===== src/hdl/clip_sample_player_with_fades_core_assert.svh =====
// Assertion macros shared by the clip player RTL.
`ifndef CLIP_SAMPLE_PLAYER_WITH_FADES_CORE_ASSERT_SVH
`define CLIP_SAMPLE_PLAYER_WITH_FADES_CORE_ASSERT_SVH
// Same-cycle implication.
`define CSPF_ASSERT_IMPLY(lbl, ck, rs, ante, cons, msg) \
  lbl: assert property (@(posedge ck) disable iff (rs) (ante) |-> (cons)) \
    else $error(msg);
// Next-cycle implication.
`define CSPF_ASSERT_NEXT(lbl, ck, rs, ante, cons, msg) \
  lbl: assert property (@(posedge ck) disable iff (rs) (ante) |=> (cons)) \
    else $error(msg);
`endif


===== src/hdl/cspf_pkg.sv =====
// ----------------------------------------------------------------------------
// cspf_pkg
// Shared types, widths and codes of the clip sample player.
// ----------------------------------------------------------------------------
package cspf_pkg;

  localparam int CLIP_DEPTH_DEF  = 65536;
  localparam int SAMPLE_BITS_DEF = 16;

  localparam int KIND_W     = 2;
  localparam int ADDR_IN_W  = 16;
  localparam int CFG_IDX_W  = 3;
  localparam int CFG_DATA_W = 32;

  localparam int POS_W        = 33;   // Q17.16 read position
  localparam int FRAC_W       = 16;
  localparam int IDX_W        = POS_W - FRAC_W;
  localparam int TRIM_START_W = 16;
  localparam int LEN_W        = 17;   // trim end and fade lengths
  localparam int STEP_W       = 19;
  localparam int START_W      = 32;
  localparam int GAIN_W       = 16;
  localparam int GAIN_SHIFT   = 14;
  localparam int ENV_W        = 17;   // envelope, 1.0 = 65536
  localparam int QUO_W        = 16;
  localparam int MUL_B_W      = 17;

  localparam logic [STEP_W-1:0] RATE_STEP_RST = 19'h10000;
  localparam logic [GAIN_W-1:0] CLIP_GAIN_RST = 16'h4000;
  localparam logic [ENV_W-1:0]  ENV_ONE       = 17'h10000;

  typedef enum logic [KIND_W-1:0] {
    KIND_LOAD    = 2'd0,
    KIND_RESTART = 2'd1,
    KIND_TICK    = 2'd2
  } kind_t;

  typedef enum logic [CFG_IDX_W-1:0] {
    REG_TRIM_START   = 3'd0,
    REG_TRIM_END     = 3'd1,
    REG_FADE_IN_LEN  = 3'd2,
    REG_FADE_OUT_LEN = 3'd3,
    REG_RATE_STEP    = 3'd4,
    REG_START_POS    = 3'd5,
    REG_CLIP_GAIN    = 3'd6,
    REG_MONO_CLIP    = 3'd7
  } reg_idx_t;

  typedef struct packed {
    logic busy;
    logic done;
  } unit_sts_t;

endpackage


===== src/hdl/cspf_sdiv.sv =====
// ----------------------------------------------------------------------------
// cspf_sdiv
// Bit-serial restoring divider: (num << Q_W) / den for num below den.
// ----------------------------------------------------------------------------
module cspf_sdiv #(
  parameter int N_W = cspf_pkg::LEN_W,
  parameter int Q_W = cspf_pkg::QUO_W
) (
  input  logic                clk,
  input  logic                rst,
  input  logic                start,
  input  logic [N_W-1:0]      num,
  input  logic [N_W-1:0]      den,
  output logic [Q_W-1:0]      quo,
  output cspf_pkg::unit_sts_t sts
);

  localparam int CNT_W = $clog2(Q_W + 1);

  logic [N_W:0]     rem;
  logic [N_W:0]     rem2;
  logic [N_W-1:0]   den_r;
  logic             ge;
  logic [CNT_W-1:0] cnt;
  logic             busy;
  logic             done;

  assign rem2 = {rem[N_W-1:0], 1'b0};
  assign ge   = rem2 >= {1'b0, den_r};

  always_ff @(posedge clk) begin
    if (rst) begin
      busy <= 1'b0;
      done <= 1'b0;
      cnt  <= '0;
    end else begin
      done <= 1'b0;
      if (start) begin
        rem   <= {1'b0, num};
        den_r <= den;
        quo   <= '0;
        cnt   <= CNT_W'(Q_W);
        busy  <= 1'b1;
      end else if (busy) begin
        // one quotient bit per cycle
        rem <= ge ? (rem2 - {1'b0, den_r}) : rem2;
        quo <= {quo[Q_W-2:0], ge};
        cnt <= cnt - CNT_W'(1);
        if (cnt == CNT_W'(1)) begin
          busy <= 1'b0;
          done <= 1'b1;
        end
      end
    end
  end

  assign sts.busy = busy;
  assign sts.done = done;

endmodule


===== config.mk =====
export PLATFORM = sky130hd
export DESIGN_NAME = cspf_sdiv
export DESIGN_NICKNAME = d
export VERILOG_FILES = /design/src/hdl/clip_sample_player_with_fades_core_assert.svh /design/src/hdl/cspf_pkg.sv /design/src/hdl/cspf_sdiv.sv
export SDC_FILE = /design/constraint.sdc
export NUM_CORES = 1
export LEC_CHECK = 0
export BUFFER_PORTS_ARGS = -buffer_cell sky130_fd_sc_hd__buf_2
export CAP_MARGIN = 20
export CORE_MARGIN = 5
export CORE_UTILIZATION = 30
export DETAILED_ROUTE_END_ITERATION = 16
export GPL_TIMING_DRIVEN = 0
export PLACE_DENSITY = 0.46
export SLEW_MARGIN = 20
export SYNTH_ARGS = -nofsm -noshare
export SYNTH_HDL_FRONTEND = slang
export SYNTH_SLANG_ARGS = --single-unit

===== constraint.sdc =====
create_clock -name clk -period 2.7 [get_ports clk]
set_clock_uncertainty 0.15 [all_clocks]
set_input_delay 0 -clock clk [delete_from_list [all_inputs] [get_ports clk]]
set_output_delay 0 -clock clk [all_outputs]
set_load 0.005 [all_outputs]

==> Word level (Yosys, flattened, before mapping) <==
Cells that the tools add are included.
{ "word_totals": {"register_bits": 57, "output_inout_bits": 18, "elab_cells": 28} }
{ "classes": {"n_addsub": 2, "magnitude_cmp": 1, "n_eq_ne": 1, "n_mux": 10, "n_bitwise": 2, "n_reduce_logical": 5} }
{ "op_table": {"columns": ["op", "n"], "rows": [
  ["$mux W17", 3],
  ["$ge A18 B17 Y1", 1],
  ["$sub A17 B17 Y17", 1],
  ["$mux W16", 1],
  ["$mux W5", 2],
  ["$eq A5 B1 Y1 const B", 1],
  ["$sub A5 B1 Y5 const B", 1],
  ["$mux W1", 4],
  ["$reduce_and A2 Y1", 2],
  ["$reduce_or A3 Y1", 1],
  ["$not A1 Y1", 2],
  ["$reduce_bool A2 Y1", 1],
  ["$reduce_or A2 Y1", 1]
]} }

==> Longest topological paths before layout <==
Gate-level depths: netlist (run 1).
{ "logic_depth": {"depth_word": 4, "mapped_depth": 11, "mapped_depth_nobuf": 10} }

==> Worst setup path after synthesis (run 1) <==
No wires, ideal clock.
{ "synth_timing": {"path_type": "register to register", "startpoint": "reg den_r[0]", "endpoint": "reg rem[8] (data pin)", "setup_ns": 0.271, "arrival_time_ns": 2.152, "setup_slack_ns": 0.127, "path_stages_with_launch": 11, "synth_period_minus_slack_ns": 2.573, "path_cell_list": "edfxtp_1 > fa_1 > nand2b_1 > a21oi_2 > o21ai_2 > nand2_4 > o21ai_2 > a21oi_4 > buf_12 > mux2i_1 > a21oi_1"} }
{ "synth_between": {"elab_chain_cells": 4, "elab_cells_between_ends": 5, "cone_classes": "add/sub (1); order compare (1); mux (3)"} }
{ "synth_lines": {"columns": ["element", "line_no", "source"], "rows": [
  ["start, declared", "cspf_sdiv.sv:22", "logic [N_W-1:0] den_r;"],
  ["start signal, assigned", "cspf_sdiv.sv:40", "den_r <= den;"],
  ["$sub A17 B17 Y17 / $ge A18 B17 Y1 (equally long branches)", "cspf_sdiv.sv:46, cspf_sdiv.sv:29", null],
  ["$mux W17 (*)", "cspf_sdiv.sv:46", "rem <= ge ? (rem2 - {1'b0, den_r}) : rem2;"],
  ["$mux W17 (*)", "cspf_sdiv.sv:44", "end else if (busy) begin"],
  ["$mux W17 (*)", "cspf_sdiv.sv:38", "if (start) begin"],
  ["end signal, assigned", "cspf_sdiv.sv:39", "rem <= {1'b0, num};"],
  ["end signal, assigned", "cspf_sdiv.sv:46", null],
  ["end, declared", "cspf_sdiv.sv:20", "logic [N_W:0] rem;"]
]} }
Every way passes the cells marked *; elsewhere a longest branch is shown, timed or not. The select of a mux whose other input is x is not followed.
A chain may end at the register's enable or synchronous reset.

==> Final worst setup path (run 1) <==
{ "layout_timing": {"startpoint": "reg rem[14]", "endpoint": "reg rem[14] (data pin)"} }
{ "layout_between": {"elab_chain_cells": 4} }
{ "layout_lines": {"columns": ["element", "line_no", "source"], "rows": [
  ["$ge A18 B17 Y1", "cspf_sdiv.sv:29", "assign ge = rem2 >= {1'b0, den_r};"],
  ["$mux W17", "cspf_sdiv.sv:46", null],
  ["$mux W17", "cspf_sdiv.sv:44", null],
  ["$mux W17", "cspf_sdiv.sv:38", null]
]} }
Every way passes these cells. The select of a mux whose other input is x is not followed.

==> impl_metrics.csv, run 1 <==
group,metric,value,unit
status,outcome,"complete, no violations",
die,core,10400,µm²
worst_setup_path,r2r_slack,70,ps
min_path,hold_class,"in -> reg",
die,initial_core_util,30.9,%
cts,clk_pin_slew,80,ps
synthesis,yosys.area.top_type,"edfxtp_1",
die,die_area,12800,µm²
worst_setup_path,r2r_end,"rem[14]",
worst_setup_path,crit_required,2650,ps
synthesis,synthTopCellsByArea,"edfxtp_1 47%, ha_1 7.4%, mux2i_1 5.0%, dfxtp_1 4.4%, xnor2_1 3.8%",
power_and_ir_drop,irDropWorstVdd,0.000304,V
cts,clk_latency,340,ps
sta,finalCriticalPeriod,2630,ps
grt,grt_first_pass_wirelength,13.1,mm
drt,num_vias,2509,
power_and_ir_drop,power.net_switching,796,µW
drt,remaining_drc_errors,0,
sta,hold_violations,0,
power_and_ir_drop,switching_share,29.2,%
grt,grt_pass1_vias,2621,
sta,postLayoutSetupSlackWorst,72.7,ps
cts,ctsLongestPathBuffers,2,
cts,cts_sinks,57,
drt,wl,7.90,mm
worst_setup_path,startpoint,"rem[14]",
synthesis,seq_area_frac_synth,51.3,%
sta,drv_slew,0,
place,post-dp-hpwl,5.41,mm
worst_setup_path,critPathKind,"reg -> reg",
die,row_count,37,
grt,antenna_found_initial,0,
flow_run,maxCapViolations,0,
power_and_ir_drop,seqPwrFrac,39.5,%
final_layout,drive_gt1_share,26.0,%
sta,tns,0,ps
final_layout,nets,463,
cts,cts_root_buffer,"clkbuf_8",
power_and_ir_drop,clkPwrFrac,33.7,%
synthesis,yosysTopAreaCellShare,46.9,%
power_and_ir_drop,powerDensity,611,nW/µm²
synthesis,syn_area_per_cell,10.9,µm²
power_and_ir_drop,power_frac_comb,26.8,%
final_layout,final_core_util,43.1,%
synthesis,synth.top_cells.by_count,"50 x edfxtp_1, 26 x inv_1, 24 x nand2_1",
sta,finalCritPeriodShare,97.3,%
sta,max_slew_margin,55.9,%
cts,cts_made_buffers,9,
worst_setup_path,path_buf_inv,1,
worst_setup_path,cp.depth,8,
synthesis,yosysWarnings,0,
drt,drtAntennaViolNets,0,
worst_setup_path,cp-end-kind,"register",
synthesis,synthCells,294,
drt,drt_iter0_drc,85,
power_and_ir_drop,p_int,1930,µW
worst_setup_path,worstRegToRegCells,8,
worst_setup_path,cp_cell_sequence,"ha_1, a21o_1, a211o_1, nor2_1, a21oi_4, buf_4, and2_1, a221o_1",
worst_setup_path,rr_startpoint,"rem[14]",
synthesis,syn-cell-area,3200,µm²
final_layout,area_delta_synth_final,39.7,%
drt,vias_per_cell,4.59,
final_layout,n_antenna_cell,0,
grt,grt_max_degree,21,
die,die_h,113,µm
worst_setup_path,critical_path_arrival,2580,ps
synthesis,synthFlopType,"edfxtp_1",
die,io_pins,55,
synthesis,synth.most_common_cell,"edfxtp_1",
drt,post_drt_wl_per_cell,14.4,µm
worst_setup_path,worstPathMaxFanout,6,
sta,setup_violations,0,
worst_setup_path,critPathSlowestCell,"ha_1",
synthesis,synth_nets,351,
sta,fmax,381,MHz
synthesis,synth_edf_count,50,
synthesis,ys_ff_latch,57,
cts,htreeDepth,3,
grt,grt-ovfl-total,0,
worst_setup_path,max_stage_delay,410,ps
cts,cts_tree,"done",
synthesis,synth_cell_type_count,47,
grt,grt_util_all_layers,13.1,%
worst_setup_path,critPathTopFamily,"compound AO/OA/AOI/OAI gates",
power_and_ir_drop,p_leak,0.00185,µW
place,gp_congestion,0.785,
synthesis,synth-async-reset-ratio,0,%
die,die_x,113,µm
place,portBuffers,53,
drt,drt_pass1_iterations,4,
min_path,min_from,"den[6]",
worst_setup_path,startpoint_type,"register",
sta,tightest_slew,661,ps
place,pre_cts_ws,-365,ps
worst_setup_path,worstSetupEndpoint,"rem[14]",
## state kept, by name, summed over array words and instances, names as in the netlist
register and cells:
den_r 17, done 1, busy 1, cnt 5, rem 17, quo 16
## routing by layer
layer  GRT usage (%)  share of wire [%]  vias up
li1                -                  -     1267
met4            4.09               0.95        0
met1            17.1                 48     1186
met3            3.96                4.0        8
met2            20.7                 47       48
met5               0                  0        -
## cells by family (layout without fill, tap and decap cells)
family | count (synthesis) | after routing | share of synthesized area [%]
adder cells (fa/ha/maj) | 20 | 20 | 8.06
buffers and inverters | 38 | 155 | 5.28
XOR/XNOR | 17 | 17 | 4.65
AO/OA/AOI/OAI | 60 | 60 | 11.9
flip-flops | 57 | 57 | 51.3
multiplexers | 17 | 17 | 5.36
AND/OR/NAND/NOR | 85 | 85 | 13.5
## area by class of cell
cell class                 instances  area (µm²)
buffer                            12        71.3
clock buffer                       9         124
clock inverter                     7         100
fill                            1039        5900
inverter                          26        97.6
multi-input combinational        199        1510
sequential                        57        1640
tap                              136         170
timing repair buffer             101         749
## worst min-delay path by stage
stage,to,cells past startpoint
5_1_grt,den_r[15],2
4_1_cts,den_r[5],2
6_report,den_r[6],2
3_3_place_gp,den_r[5],1
3_5_place_dp,den_r[11],1
2_1_floorplan,den_r[0],0
## timing repair
item                       in CTS  in global routing
hold buffers                   37                  0
resized for setup               6                 15
setup endpoints to repair      17                 16
pin swaps                       2                  5
hold endpoints to repair       39                  0
setup buffers                   4                  5
## power groups by stage
stage / Combinational (µW) / Sequential (µW) / Clock, µW
6_report: 732 / 1080 / 919
5_1_grt: 816 / 1090 / 991
4_1_cts: 684 / 1080 / 945
3_5_place_dp: 609 / 1090 / 0
3_3_place_gp: 595 / 1100 / 0
2_1_floorplan: 445 / 1090 / 0
## layout by cell type (no fill, tap or decap), drive strengths merged, types with 2 or more instances in the layout
cell type | Yosys | final
inv | 26 | 29
dfxtp | 7 | 7
a21o | 3 | 3
o21ai | 21 | 21
a31oi | 3 | 3
buf | 4 | 68
nand2b | 3 | 3
nor2b | 18 | 18
nor4b | 2 | 2
xnor2 | 14 | 14
mux2i | 16 | 16
bufinv | 0 | 2
edfxtp | 50 | 50
nand4 | 3 | 3
xor2 | 3 | 3
nor3b | 2 | 2
dlygate4sd3 | 0 | 37
nand3b | 2 | 2
a211oi | 2 | 2
nor3 | 4 | 4
clkinv | 0 | 2
a21oi | 22 | 22
nand3 | 2 | 2
nand2 | 25 | 25
nor2 | 21 | 21
clkbuf | 8 | 17
ha | 19 | 19
## through the flow
stage	cell area [µm²]	cells	hold WS [ps]	total power, µW
global route	4470	547	191	2900
CTS	4350	542	194	2710
finish	4470	547	217	2730
global placement	3630	483	28.3	1690
detailed placement	3690	485	28.3	1700
floorplan	3200	294	-51.1	1540
Note: power is estimated with default switching activity, not from simulation.
==> run 2, diff against run 1 <==
Settings changed: RECOVER_POWER set to 100.
==> impl_metrics.csv, run 2 (synthesized netlist as in run 1, its figures left out) <==
group,metric,value,unit
status,outcome,"complete, no violations",
grt,grt_util_all_layers,13.1,%
power_and_ir_drop,irDropWorstVdd,0.000302,V
worst_setup_path,critPathKind,"reg -> reg",
die,core,10400,µm²
sta,tns,0,ps
die,die_area,12800,µm²
final_layout,area_delta_synth_final,38.8,%
worst_setup_path,critical_path_arrival,2580,ps
min_path,hold_depth,2,
min_path,hold_class,"in -> reg",
sta,finalCriticalPeriod,2630,ps
worst_setup_path,startpoint_type,"register",
sta,finalCritPeriodShare,97.2,%
cts,ctsLongestPathBuffers,2,
worst_setup_path,worstRegToRegCells,8,
cts,clk_latency,350,ps
sta,drv_slew,0,
sta,hold_violations,0,
cts,clk_pin_slew,80,ps
drt,drt_iter0_drc,93,
final_layout,drive_gt1_share,22.4,%
grt,grt_pass1_vias,2621,
worst_setup_path,worstPathMaxFanout,6,
grt,antenna_found_initial,0,
grt,grt_max_degree,21,
drt,wl,7.91,mm
final_layout,final_common_cell,"edfxtp_1",
cts,cts_made_buffers,9,
grt,grt_first_pass_wirelength,13.1,mm
cts,cts_sinks,57,
sta,max_slew_margin,37.1,%
sta,tightest_slew,942,ps
die,die_h,113,µm
die,die_x,113,µm
worst_setup_path,cp-end-kind,"register",
cts,cts_root_buffer,"clkbuf_8",
die,row_count,37,
place,post-dp-hpwl,5.41,mm
power_and_ir_drop,power,2730,µW
drt,num_vias,2532,
drt,vias_per_cell,4.63,
final_layout,stdcell_area,4440,µm²
die,io_pins,55,
drt,drt_pass1_iterations,4,
final_layout,fill_cells,1041,
place,portBuffers,53,
worst_setup_path,crit_required,2650,ps
die,initial_core_util,30.9,%
power_and_ir_drop,p_leak,0.00182,µW
sta,fmax,381,MHz
final_layout,top_regs,"den_r x17, rem x17, quo x16",
place,placed_cell_area,3690,µm²
drt,remaining_drc_errors,0,
sta,setup_violations,0,
drt,post_drt_wl_per_cell,14.5,µm
cts,htreeDepth,3,
final_layout,nets,463,
final_layout,final_core_util,42.8,%
final_layout,mostFrequentLayoutCells,"50 x edfxtp_1, 41 x buf_2, 37 x dlygate4sd3_1, 26 x inv_1, 24 x nand2_1",
place,gp_congestion,0.785,
cts,cts_tree,"done",
flow_run,maxCapViolations,0,
final_layout,n_antenna_cell,0,
sta,timing.hold.ws,213,ps
grt,grt-ovfl-total,0,
drt,drtAntennaViolNets,0,
power_and_ir_drop,powerDensity,614,nW/µm²
## run 2: changes by cell type in the layout (fill, tap and decap cells not counted)
cell and delta:
buf_2 -13, clkbuf_1 +13, buf_4 -2, clkbuf_4 +2, buf_8 -1, dlymetal6s2s_1 +1, nor2_1 +1, nor2_4 -1
## run 2: per-layer routing
metal	global-route usage (%)	share of wire (%)
met1	17.1	48
met5	0	0
met3	3.96	4.1
met4	4.09	0.64
met2	20.7	47
## run 2: where the power goes
part / leakage [µW] / switching (µW) / internal, µW / total [µW]
registers: 0.000537 / 35.5 / 1040 / 1080
logic: 0.00117 / 370 / 356 / 726
clock network: 0.000115 / 394 / 529 / 922
total: 0.00182 / 799 / 1930 / 2730
## run 2: worst paths after layout
kind           start  endpoint  slack, ps
max          rem[14]   rem[14]         70
min           den[6]  den_r[6]        210
max reg2reg  rem[14]   rem[14]         70
min reg2reg   cnt[1]    cnt[1]        360
## run 2: what timing repair did
item                       in CTS  in global routing
setup buffers                   4                  5
hold endpoints to repair       39                  0
setup endpoints to repair      17                 16
gates resized for setup         6                 15
hold buffers                   37                  0
pin swaps                       2                  5
## run 2: cell type report
cell class | count | area (µm²) | area share (%)
buffer | 12 | 71.3 | 1.61
clock buffer | 9 | 124 | 2.79
sequential | 57 | 1640 | 37.0
tap | 136 | 170 | 3.83
inverter | 26 | 97.6 | 2.20
multi-input combinational | 199 | 1510 | 33.9
timing repair buffer | 101 | 731 | 16.5
clock inverter | 7 | 100 | 2.25
## run 2: through the flow
step | setup WS, ps | cells
5_1_grt | -17.6 | 547
4_1_cts | 21.4 | 542
2_1_floorplan | 127 | 294
3_3_place_gp | -787 | 483
3_5_place_dp | -365 | 485
6_report | 74.6 | 547
## run 2: worst max-delay path, cell delays in order, from the launching register on
cell      delay, ps
edfxtp_1        390
ha_1            410
a21o_1          200
a211o_1         310
nor2_1          190
a21oi_4         110
buf_4           170
and2_1          170
a221o_1         280
