### src/hdl/clip_sample_player_with_fades_core_assert.svh
// Assertion macros shared by the clip player RTL.
`ifndef CLIP_SAMPLE_PLAYER_WITH_FADES_CORE_ASSERT_SVH
`define CLIP_SAMPLE_PLAYER_WITH_FADES_CORE_ASSERT_SVH
// Same-cycle implication.
`define CSPF_ASSERT_IMPLY(lbl, ck, rs, ante, cons, msg) \
  lbl: assert property (@(posedge ck) disable iff (rs) (ante) |-> (cons)) \
    else $error(msg);
// Next-cycle implication.
`define CSPF_ASSERT_NEXT(lbl, ck, rs, ante, cons, msg) \
  lbl: assert property (@(posedge ck) disable iff (rs) (ante) |=> (cons)) \
    else $error(msg);
`endif

### src/hdl/cspf_pkg.sv
// ----------------------------------------------------------------------------
// cspf_pkg
// Shared types, widths and codes of the clip sample player.
// ----------------------------------------------------------------------------
package cspf_pkg;

  localparam int CLIP_DEPTH_DEF  = 65536;
  localparam int SAMPLE_BITS_DEF = 16;

  localparam int KIND_W     = 2;
  localparam int ADDR_IN_W  = 16;
  localparam int CFG_IDX_W  = 3;
  localparam int CFG_DATA_W = 32;

  localparam int POS_W        = 33;   // Q17.16 read position
  localparam int FRAC_W       = 16;
  localparam int IDX_W        = POS_W - FRAC_W;
  localparam int TRIM_START_W = 16;
  localparam int LEN_W        = 17;   // trim end and fade lengths
  localparam int STEP_W       = 19;
  localparam int START_W      = 32;
  localparam int GAIN_W       = 16;
  localparam int GAIN_SHIFT   = 14;
  localparam int ENV_W        = 17;   // envelope, 1.0 = 65536
  localparam int QUO_W        = 16;
  localparam int MUL_B_W      = 17;

  localparam logic [STEP_W-1:0] RATE_STEP_RST = 19'h10000;
  localparam logic [GAIN_W-1:0] CLIP_GAIN_RST = 16'h4000;
  localparam logic [ENV_W-1:0]  ENV_ONE       = 17'h10000;

  typedef enum logic [KIND_W-1:0] {
    KIND_LOAD    = 2'd0,
    KIND_RESTART = 2'd1,
    KIND_TICK    = 2'd2
  } kind_t;

  typedef enum logic [CFG_IDX_W-1:0] {
    REG_TRIM_START   = 3'd0,
    REG_TRIM_END     = 3'd1,
    REG_FADE_IN_LEN  = 3'd2,
    REG_FADE_OUT_LEN = 3'd3,
    REG_RATE_STEP    = 3'd4,
    REG_START_POS    = 3'd5,
    REG_CLIP_GAIN    = 3'd6,
    REG_MONO_CLIP    = 3'd7
  } reg_idx_t;

  typedef struct packed {
    logic busy;
    logic done;
  } unit_sts_t;

endpackage

### src/hdl/cspf_smul.sv
// ----------------------------------------------------------------------------
// cspf_smul
// Bit-serial multiplier: signed A times unsigned B, one B bit per cycle.
// ----------------------------------------------------------------------------
module cspf_smul #(
  parameter int A_W = cspf_pkg::SAMPLE_BITS_DEF + 19,
  parameter int B_W = cspf_pkg::MUL_B_W
) (
  input  logic                      clk,
  input  logic                      rst,
  input  logic                      start,
  input  logic signed [A_W-1:0]     a,
  input  logic [B_W-1:0]            b,
  output logic signed [A_W+B_W-1:0] prod,
  output cspf_pkg::unit_sts_t       sts
);

  localparam int P_W   = A_W + B_W;
  localparam int CNT_W = $clog2(B_W + 1);

  logic signed [P_W-1:0] mcand;
  logic [B_W-1:0]        mplier;
  logic [CNT_W-1:0]      cnt;
  logic                  busy;
  logic                  done;

  always_ff @(posedge clk) begin
    if (rst) begin
      busy <= 1'b0;
      done <= 1'b0;
      cnt  <= '0;
    end else begin
      done <= 1'b0;
      if (start) begin
        prod   <= '0;
        mcand  <= P_W'(a);
        mplier <= b;
        cnt    <= CNT_W'(B_W);
        busy   <= 1'b1;
      end else if (busy) begin
        // add the shifted multiplicand for each set multiplier bit
        if (mplier[0]) begin
          prod <= prod + mcand;
        end
        mcand  <= mcand <<< 1;
        mplier <= mplier >> 1;
        cnt    <= cnt - CNT_W'(1);
        if (cnt == CNT_W'(1)) begin
          busy <= 1'b0;
          done <= 1'b1;
        end
      end
    end
  end

  assign sts.busy = busy;
  assign sts.done = done;

endmodule

### config.mk
export PLATFORM = sky130hd
export DESIGN_NAME = cspf_smul
export DESIGN_NICKNAME = d
export VERILOG_FILES = /design/src/hdl/clip_sample_player_with_fades_core_assert.svh /design/src/hdl/cspf_pkg.sv /design/src/hdl/cspf_smul.sv
export SDC_FILE = /design/constraint.sdc
export NUM_CORES = 1
export LEC_CHECK = 0
export ABC_AREA = 1
export ABC_CLOCK_PERIOD_IN_PS = 18700
export BUFFER_PORTS_ARGS = -buffer_cell sky130_fd_sc_hd__buf_4
export CAP_MARGIN = 20
export CORE_ASPECT_RATIO = 1.25
export CORE_MARGIN = 2
export CORE_UTILIZATION = 36
export CTS_CLUSTER_SIZE = 10
export DETAILED_ROUTE_END_ITERATION = 16
export GPL_TIMING_DRIVEN = 0
export PLACE_DENSITY_LB_ADDON = 0.15
export SKIP_CTS_REPAIR_TIMING = 1
export SYNTH_ARGS = -nofsm -noshare
export SYNTH_HDL_FRONTEND = slang
export SYNTH_SLANG_ARGS = --single-unit
### constraint.sdc
create_clock -name clk -period 18.7 [get_ports clk]
set_input_delay 3.74 -clock clk [delete_from_list [all_inputs] [get_ports clk]]
set_output_delay 3.74 -clock clk [all_outputs]
set_load 0.05 [all_outputs]
Word-level counts from Yosys, hierarchy flattened
Cells that the tools add are included.
- register bits after elaboration: 128
- latch bits: 0
- memory bits (writable): 0
- ROM bits: 0
- input port bits: 55
- output and inout port bits: 54
- logic and storage cells: 30
- memories: 0
- add/subtract/negate cells: 2
- $mul: 0
- divide/modulo/power cells: 0
- magnitude comparators: 0
- eq/ne operators: 1
- shift operators: 0
- multiplexer cells: 12
- bitwise logic cells: 2
- reductions and logical operators: 6
- operators with widths (kind ; count):
    52-bit 2-to-1 mux ; 4
    52-bit adder ; 1
    17-bit 2-to-1 mux ; 2
    5-bit 2-to-1 mux ; 2
    5-bit by 1-bit equality test with 1-bit output (second input constant) ; 1
    5-bit by 1-bit subtractor with 5-bit output (second input constant) ; 1
    1-bit 2-to-1 mux ; 4
    2-bit nonzero test ; 2
    3-bit AND reduction ; 1
    3-bit OR reduction ; 1
    1-bit inverter ; 2
    2-bit AND reduction ; 1
    2-bit OR reduction ; 1

Longest topological paths before layout
Gate-level depths: netlist of run 1.
- depth in word-level cells: 4
- depth in mapped cells: 14
- mapped depth without buffers: 14

Worst setup path before layout of run 1
Ideal clock, no wire load.
- path type: input port to flip-flop
- from: in start
- to: reg prod[0], enable pin
- setup time: 413 ps
- arrival: 8880 ps
- required time: 18287 ps
- setup slack: 9407 ps
- stages: 4
- buffers on the path: 1
- cells stage by stage: buf_2 -> inv_2 -> a21oi_1 -> o21a_1
- cells in the longest elaborated chain, start to end: 2
- elaborated cells on any way between the ends: 3
- those cells by class: reduce/logical: 3
- RTL lines (what ; line ; RTL):
    start, declared ; cspf_smul.sv:11 ; input logic start,
    2-bit nonzero test (no line) ; - ;
    3-bit AND reduction (no line) (*) ; - ;
    end signal, assigned ; cspf_smul.sv:43 ; prod <= prod + mcand;
    end, declared ; cspf_smul.sv:14 ; output logic signed [A_W+B_W-1:0] prod,
Every way passes the cells marked *; elsewhere a longest branch is shown, timed or not.
A chain may end at the register's enable or synchronous reset.

Final worst setup path of run 1
- from: in start
- to: reg prod[46], enable pin
The elaborated chain is that of the path after synthesis.

==> run_results.csv, run 1 <==
group,metric,value,unit
run_status,status,"finished, final reports clean",
routing,via_count,8437,
logic_synthesis,syn_inst,1359,
worst_setup_path,cp-start-kind,"input port",
worst_setup_path,reg2reg_slack,16.10,ns
logic_synthesis,syn_nets,1468,
timing,fmax,173,MHz
timing,hold_violations,0,
finish,mostFrequentLayoutCells,"nand2_1 (576), inv_1 (214), edfxtp_1 (121)",
finish,syn_to_final_growth,20.1,%
power_and_ir_drop,p_per_area,85.4,mW/mm²
clock_network,cts_made_buffers,17,
die,rows,66,
logic_synthesis,synth.avg_cell_area,6.90,µm²
global_routing,grt-ovfl-total,0,
logic_synthesis,ys_seq_area_frac,0.402,
worst_setup_path,cp.arrival,5.90,ns
timing,fin_worst_skew,0.00943,ns
logic_synthesis,synth_seq_cells,128,
clock_network,cts_root_buf,"clkbuf_16",
timing,worst_hold_slack,0.483,ns
die,pin_count,109,
die,die_x,148,µm
clock_network,cts.path.max_buffers,2,
logic_synthesis,synthTopCellsByArea,"edfxtp_1 (39%), nand2_1 (23%), inv_1 (8.6%), ha_1 (7.1%), nor2_1 (4.3%)",
timing,rsz0062_at_grt,"no",
clock_network,h-tree-depth,4,
finish,drive_above_1_share,0.152,
global_routing,grt_pass1_wl,44100,µm
worst_setup_path,r2r_cells,4,
routing,drt_iter0_drc,379,
clock_network,clk_pin_slew,0.06,ns
clock_network,cts.sinks,128,
routing,drc_errors,0,
routing,ant_nets,0,
logic_synthesis,synth_top_area_share,0.387,
power_and_ir_drop,irDropWorstVdd,0.0587,mV
routing,vias_per_cell,4.58,
timing,worstMarginPinSlew,0.831,ns
global_routing,antenna_found_initial,0,
worst_setup_path,crit_path_end_kind,"flop",
worst_setup_path,crit_required,18.83,ns
clock_network,clk_latency,0.44,ns
die,die_h,184,µm
timing,slew-limit-headroom,0.445,
routing,first_pass_iters,8,
timing,min_period_over_period,0.308,
run,max_cap_viol_count,0,
die,initial_utilization,0.363,
min_path,hold_depth,2,
global_routing,grt_pass1_vias,8346,
worst_setup_path,r2r-start,"busy$_SDFF_PP0_",
worst_setup_path,crit_start,"start",
power_and_ir_drop,leakagePower,5.78,nW
finish,diodes,0,
logic_synthesis,netlist-cell-type-count,33,
routing,detail_route.wl_per_cell,15.4,µm
timing,finalSetupViolations,0,
worst_setup_path,r2r_end,"prod[46]$_SDFFCE_PP0P_",
global_routing,grt_max_degree,28,
worst_setup_path,path_class,"in -> reg",
timing,tns,0,ns
placed_design,port-buffer-count,107,
min_path,hold_path.class,"reg -> reg",
logic_synthesis,yosys_warnings,0,
worst_setup_path,cp_max_fo,27,
logic_synthesis,synth_largest_area_cell,"edfxtp_1",
placed_design,dpl.hpwl,23300,µm
routing,totalWireLength,28400,µm
worst_setup_path,setup.worst_path.end,"prod[46]$_SDFFCE_PP0P_",
die,die_area,0.0274,mm²
placed_design,place_ws,12.42,ns
placed_design,placedCellCount,1809,
finish,final_cells,1841,
logic_synthesis,synth.cell_area,0.00938,mm²
timing,worst_slack,12.94,ns
global_routing,grt_usage,0.215,
timing,slew_viol_final,0,
finish,final_common_cell,"nand2_1",
die,core-area,0.0258,mm²
clock_network,cts_tree,"done",
finish,layout.nets,1597,
placed_design,gp_congestion,0.939,
timing,fin_crit,5.76,ns
[logic make-up after synthesis]
group | after synthesis | share of synthesized area
adder cells (fa/ha/maj) | 54 | 0.0728
AND/OR/NAND/NOR | 803 | 0.352
flip-flops | 128 | 0.402
buffers and inverters | 251 | 0.102
AO/OA/AOI/OAI | 121 | 0.0687
XOR/XNOR | 2 | 0.00187
[routing by layer]
layer  routed length, µm  part of all wire  vias to the layer above  global-route usage
met5                   0                 0                        -                   0
met4                 565             0.020                        0              0.0659
met3                 983             0.035                       29              0.0384
met2               15000              0.53                      141               0.397
met1               11900              0.42                     3775               0.251
li1                    -                 -                     4492                   -
[stage by stage]
stage	power, W	area (µm²)	utilization
floorplan	0.000544	9380	-
global placement	0.000631	10600	0.410
detailed placement	0.000632	10700	0.413
CTS	0.000972	11300	0.436
global route	0.00102	11300	0.436
finish	0.000962	11300	0.436
[cell type report]
type,count,area [µm²]
Fill cell,2764,14600
Multi-Input combinational cell,980,4660
Sequential cell,128,3770
Timing Repair Buffer,110,863
Inverter,229,860
Clock buffer,18,429
Tap cell,340,425
Clock inverter,14,156
Buffer,22,97.6
[registers in the layout (all words and copies together) (netlist names)]
signal  cells
mcand      52
done        1
busy        1
mplier     17
cnt         5
prod       52
[critical path: stages]
cell and delay, ns:
buf_2 0.22, inv_2 0.15, a21oi_4 0.69, o21a_2 0.76, buf_12 0.27
[synth_stat cells (all sizes together)]
cell / n
a211oi: 1
a21boi: 3
a21o: 1
a21oi: 76
a31oi: 1
and2: 3
and3: 2
buf: 6
clkbuf: 16
dfxtp: 7
edfxtp: 121
fa: 1
ha: 53
inv: 229
nand2: 597
nand3: 44
nand4: 4
nor2: 140
nor3: 11
nor4: 2
o21a: 3
o21ai: 29
o21bai: 7
xnor2: 1
xor2: 1
[where the power goes]
group	switching [W]	total, W	internal (W)
logic	0.000187	0.000270	0.0000825
clock network	0.000139	0.000338	0.000198
registers	0.0000122	0.000355	0.000343
[how the worst min path moves through the flow]
stage	startpoint	to
floorplan	cnt[4]$_SDFFE_PP0N_	cnt[4]$_SDFFE_PP0N_
global placement	cnt[4]$_SDFFE_PP0N_	cnt[4]$_SDFFE_PP0N_
detailed placement	cnt[4]$_SDFFE_PP0N_	cnt[4]$_SDFFE_PP0N_
CTS	cnt[4]$_SDFFE_PP0N_	cnt[4]$_SDFFE_PP0N_
global route	cnt[4]$_SDFFE_PP0N_	cnt[4]$_SDFFE_PP0N_
finish	cnt[4]$_SDFFE_PP0N_	cnt[4]$_SDFFE_PP0N_
(Power assumes the default switching activity.)
==> run 2: changes to the inputs <==
Settings changed: ABC_AREA 1 to 0, ABC_CLOCK_PERIOD_IN_PS 18700 to 6000.
Clock period 18.7 ns to 6 ns, I/O delays scaled along.
==> run_results.csv, run 2 <==
group,metric,value,unit
timing,worstMarginPinSlew,0.918,ns
finish,top_regs,"mcand (52), prod (52), mplier (17)",
power_and_ir_drop,p_per_area,303,mW/mm²
logic_synthesis,synthTopCellsByArea,"edfxtp_1 (46%), ha_1 (8.3%), mux2_2 (6.9%), nor2_1 (3.9%), a21oi_1 (3.4%)",
power_and_ir_drop,p_switching,0.000976,W
timing,fin_worst_skew,0.0105,ns
power_and_ir_drop,comb_power_share,0.273,
routing,drt_iter0_drc,344,
finish,layout.nets,969,
finish,syn_to_final_growth,22.5,%
logic_synthesis,ys_seq_area_frac,0.474,
worst_setup_path,critPathSlowestCell,"nor2_4",
placed_design,place_ws,1.69,ns
routing,vias_per_cell,5.11,
die,initial_utilization,0.368,
worst_setup_path,cp-start-kind,"input port",
clock_network,cts_tree,"done",
finish,drive_above_1_share,0.263,
die,die_x,137,µm
finish,diodes,0,
logic_synthesis,synth_top_area_share,0.457,
placed_design,placedCellCount,1120,
routing,ant_nets,0,
logic_synthesis,synth.avg_cell_area,10.9,µm²
timing,worst_slack,2.29,ns
global_routing,grt-ovfl-total,0,
finish,mostFrequentLayoutCells,"edfxtp_1 (121), buf_4 (109), nor2_1 (82)",
timing,min_period_over_period,0.619,
min_path,hold_path.class,"reg -> reg",
worst_setup_path,crit_path_end_kind,"flop",
global_routing,grt_pass1_vias,5976,
timing,hold_violations,0,
global_routing,grt_max_degree,49,
placed_design,port-buffer-count,107,
finish,final_common_cell,"edfxtp_1",
logic_synthesis,syn_inst,732,
power_and_ir_drop,pwr-share-seq,0.379,
clock_network,cts_root_buf,"clkbuf_16",
power_and_ir_drop,cellInternalPower,0.00198,W
routing,drc_errors,0,
logic_synthesis,synth_most_common_cell,"edfxtp_1",
timing,tns,0,ns
logic_synthesis,synth_edf_count,121,
routing,detail_route.wl_per_cell,17.0,µm
logic_synthesis,synth_ff_type,"edfxtp_1",
timing,rsz0062_at_grt,"no",
power_and_ir_drop,leakagePower,3.89,nW
routing,totalWireLength,19500,µm
clock_network,h-tree-depth,4,
global_routing,grt_pass1_wl,31000,µm
clock_network,cts.path.max_buffers,2,
finish,final_cells,1152,
run,max_cap_viol_count,0,
logic_synthesis,synthTopCellsByCount,"edfxtp_1 (121), nor2_1 (83), a21oi_1 (54), ha_1 (53), mux2_2 (49)",
clock_network,cts_made_buffers,17,
logic_synthesis,yosys_warnings,0,
power_and_ir_drop,pwr-share-clk,0.348,
worst_setup_path,max_stage_delay,0.67,ns
die,rows,60,
placed_design,dpl.hpwl,15000,µm
timing,slew-limit-headroom,0.382,
timing,finalSetupViolations,0,
routing,via_count,5888,
power_and_ir_drop,switching_share,0.331,
worst_setup_path,path_class,"in -> reg",
placed_design,gp_congestion,0.827,
finish,fillers,2114,
die,die_h,170,µm
die,core-area,0.0216,mm²
run_status,status,"finished, final reports clean",
logic_synthesis,syn_nets,841,
clock_network,clk_pin_slew,0.06,ns
timing,fmax,269,MHz
clock_network,cts.sinks,128,
logic_synthesis,synth.cell_area,0.00796,mm²
timing,fin_crit,3.71,ns
clock_network,clk_latency,0.43,ns
worst_setup_path,cp_max_fo,28,
logic_synthesis,synth_seq_cells,128,
routing,first_pass_iters,4,
worst_setup_path,crit_required,6.12,ns
worst_setup_path,cp.arrival,3.83,ns
worst_setup_path,cpMostUsedCell,"clkbuf_1",
logic_synthesis,ys_async_sr_fraction,0,
power_and_ir_drop,irDropWorstVdd,0.210,mV
logic_synthesis,synth_largest_area_cell,"edfxtp_1",
global_routing,grt_usage,0.174,
logic_synthesis,netlist-cell-type-count,69,
worst_setup_path,crit_chain,"clkbuf_1 -> clkbuf_1 -> clkbuf_1 -> nor2_1 -> nor2_4 -> buf_12",
global_routing,antenna_found_initial,0,
die,die_area,0.0233,mm²
timing,slew_viol_final,0,
timing,worst_hold_slack,0.500,ns
die,pin_count,109,
==> run 2: changes by cell type after synthesis, sizes merged, moves of 11 or more <==
cell,previous run,this run
mux2,0,50
xnor2,1,28
nor2,140,83
nand2,597,48
nand3,44,7
a21oi,76,55
nand4,4,15
inv,229,27
xor2,1,23
a21o,1,28
clkbuf,16,27
o21ai,29,48
==> run 2: layer usage <==
layer	global-route usage	routed length [µm]
met5	0	0
met4	0.0592	383
met3	0.0372	686
met2	0.302	9980
met1	0.213	8490
==> run 2: per-stage QoR <==
stage | area (µm²) | power (W) | util
floorplan | 7960 | 0.00173 | -
global placement | 9110 | 0.00194 | 0.421
detailed placement | 9170 | 0.00195 | 0.424
CTS | 9750 | 0.00299 | 0.451
global route | 9750 | 0.00310 | 0.451
finish | 9750 | 0.00295 | 0.451
==> run 2: layout make-up <==
cell class / count / area, µm² / area share
Timing Repair Buffer: 109 / 851 / 0.0873
Clock inverter: 15 / 154 / 0.0158
Sequential cell: 128 / 3770 / 0.387
Clock buffer: 17 / 425 / 0.0436
Multi-Input combinational cell: 542 / 3890 / 0.399
Inverter: 27 / 104 / 0.0107
Buffer: 35 / 199 / 0.0204
Tap cell: 279 / 349 / 0.0358
==> run 2: kinds of logic (layout without fill, tap and decap cells) <==
kind of cell	after synthesis	in the layout	synth area share
AOI/OAI and AO/OA	191	191	0.161
xor gates and xnor gates	51	51	0.0561
adders and majority gates	54	54	0.0858
buffers and inverters	62	203	0.0377
DFF	128	128	0.474
muxes	50	50	0.0708
and+or+nand+nor	196	196	0.115
==> run 2: critical path, delay by kind of cell <==
family                 cells  cell delay [ns]
buffers and inverters      4             1.77
AND/OR/NAND/NOR            2             0.83
==> run 2: power groups by stage <==
stage	Clock [W]	Sequential (W)	Combinational, W
after floorplan	0	0.00123	0.000495
final	0.00103	0.00112	0.000807
after global placement	0	0.00114	0.000800
after CTS	0.00106	0.00112	0.000814
after detailed placement	0	0.00114	0.000809
after global routing	0.00109	0.00113	0.000889
==> run 2: final timing paths <==
| kind | startpoint | end | slack, ns | cells after the start |
|---|---|---|---|---|
| worst max register to register | prod[0]$_SDFFCE_PP0P_ | prod[46]$_SDFFCE_PP0P_ | 2.44 | 11 |
| worst min-delay path | cnt[1]$_SDFFE_PP0P_ | cnt[1]$_SDFFE_PP0P_ | 0.50 | 2 |
| worst min register to register | cnt[1]$_SDFFE_PP0P_ | cnt[1]$_SDFFE_PP0P_ | 0.50 | 2 |
| worst max-delay path | start | prod[14]$_SDFFCE_PP0P_ | 2.29 | 6 |
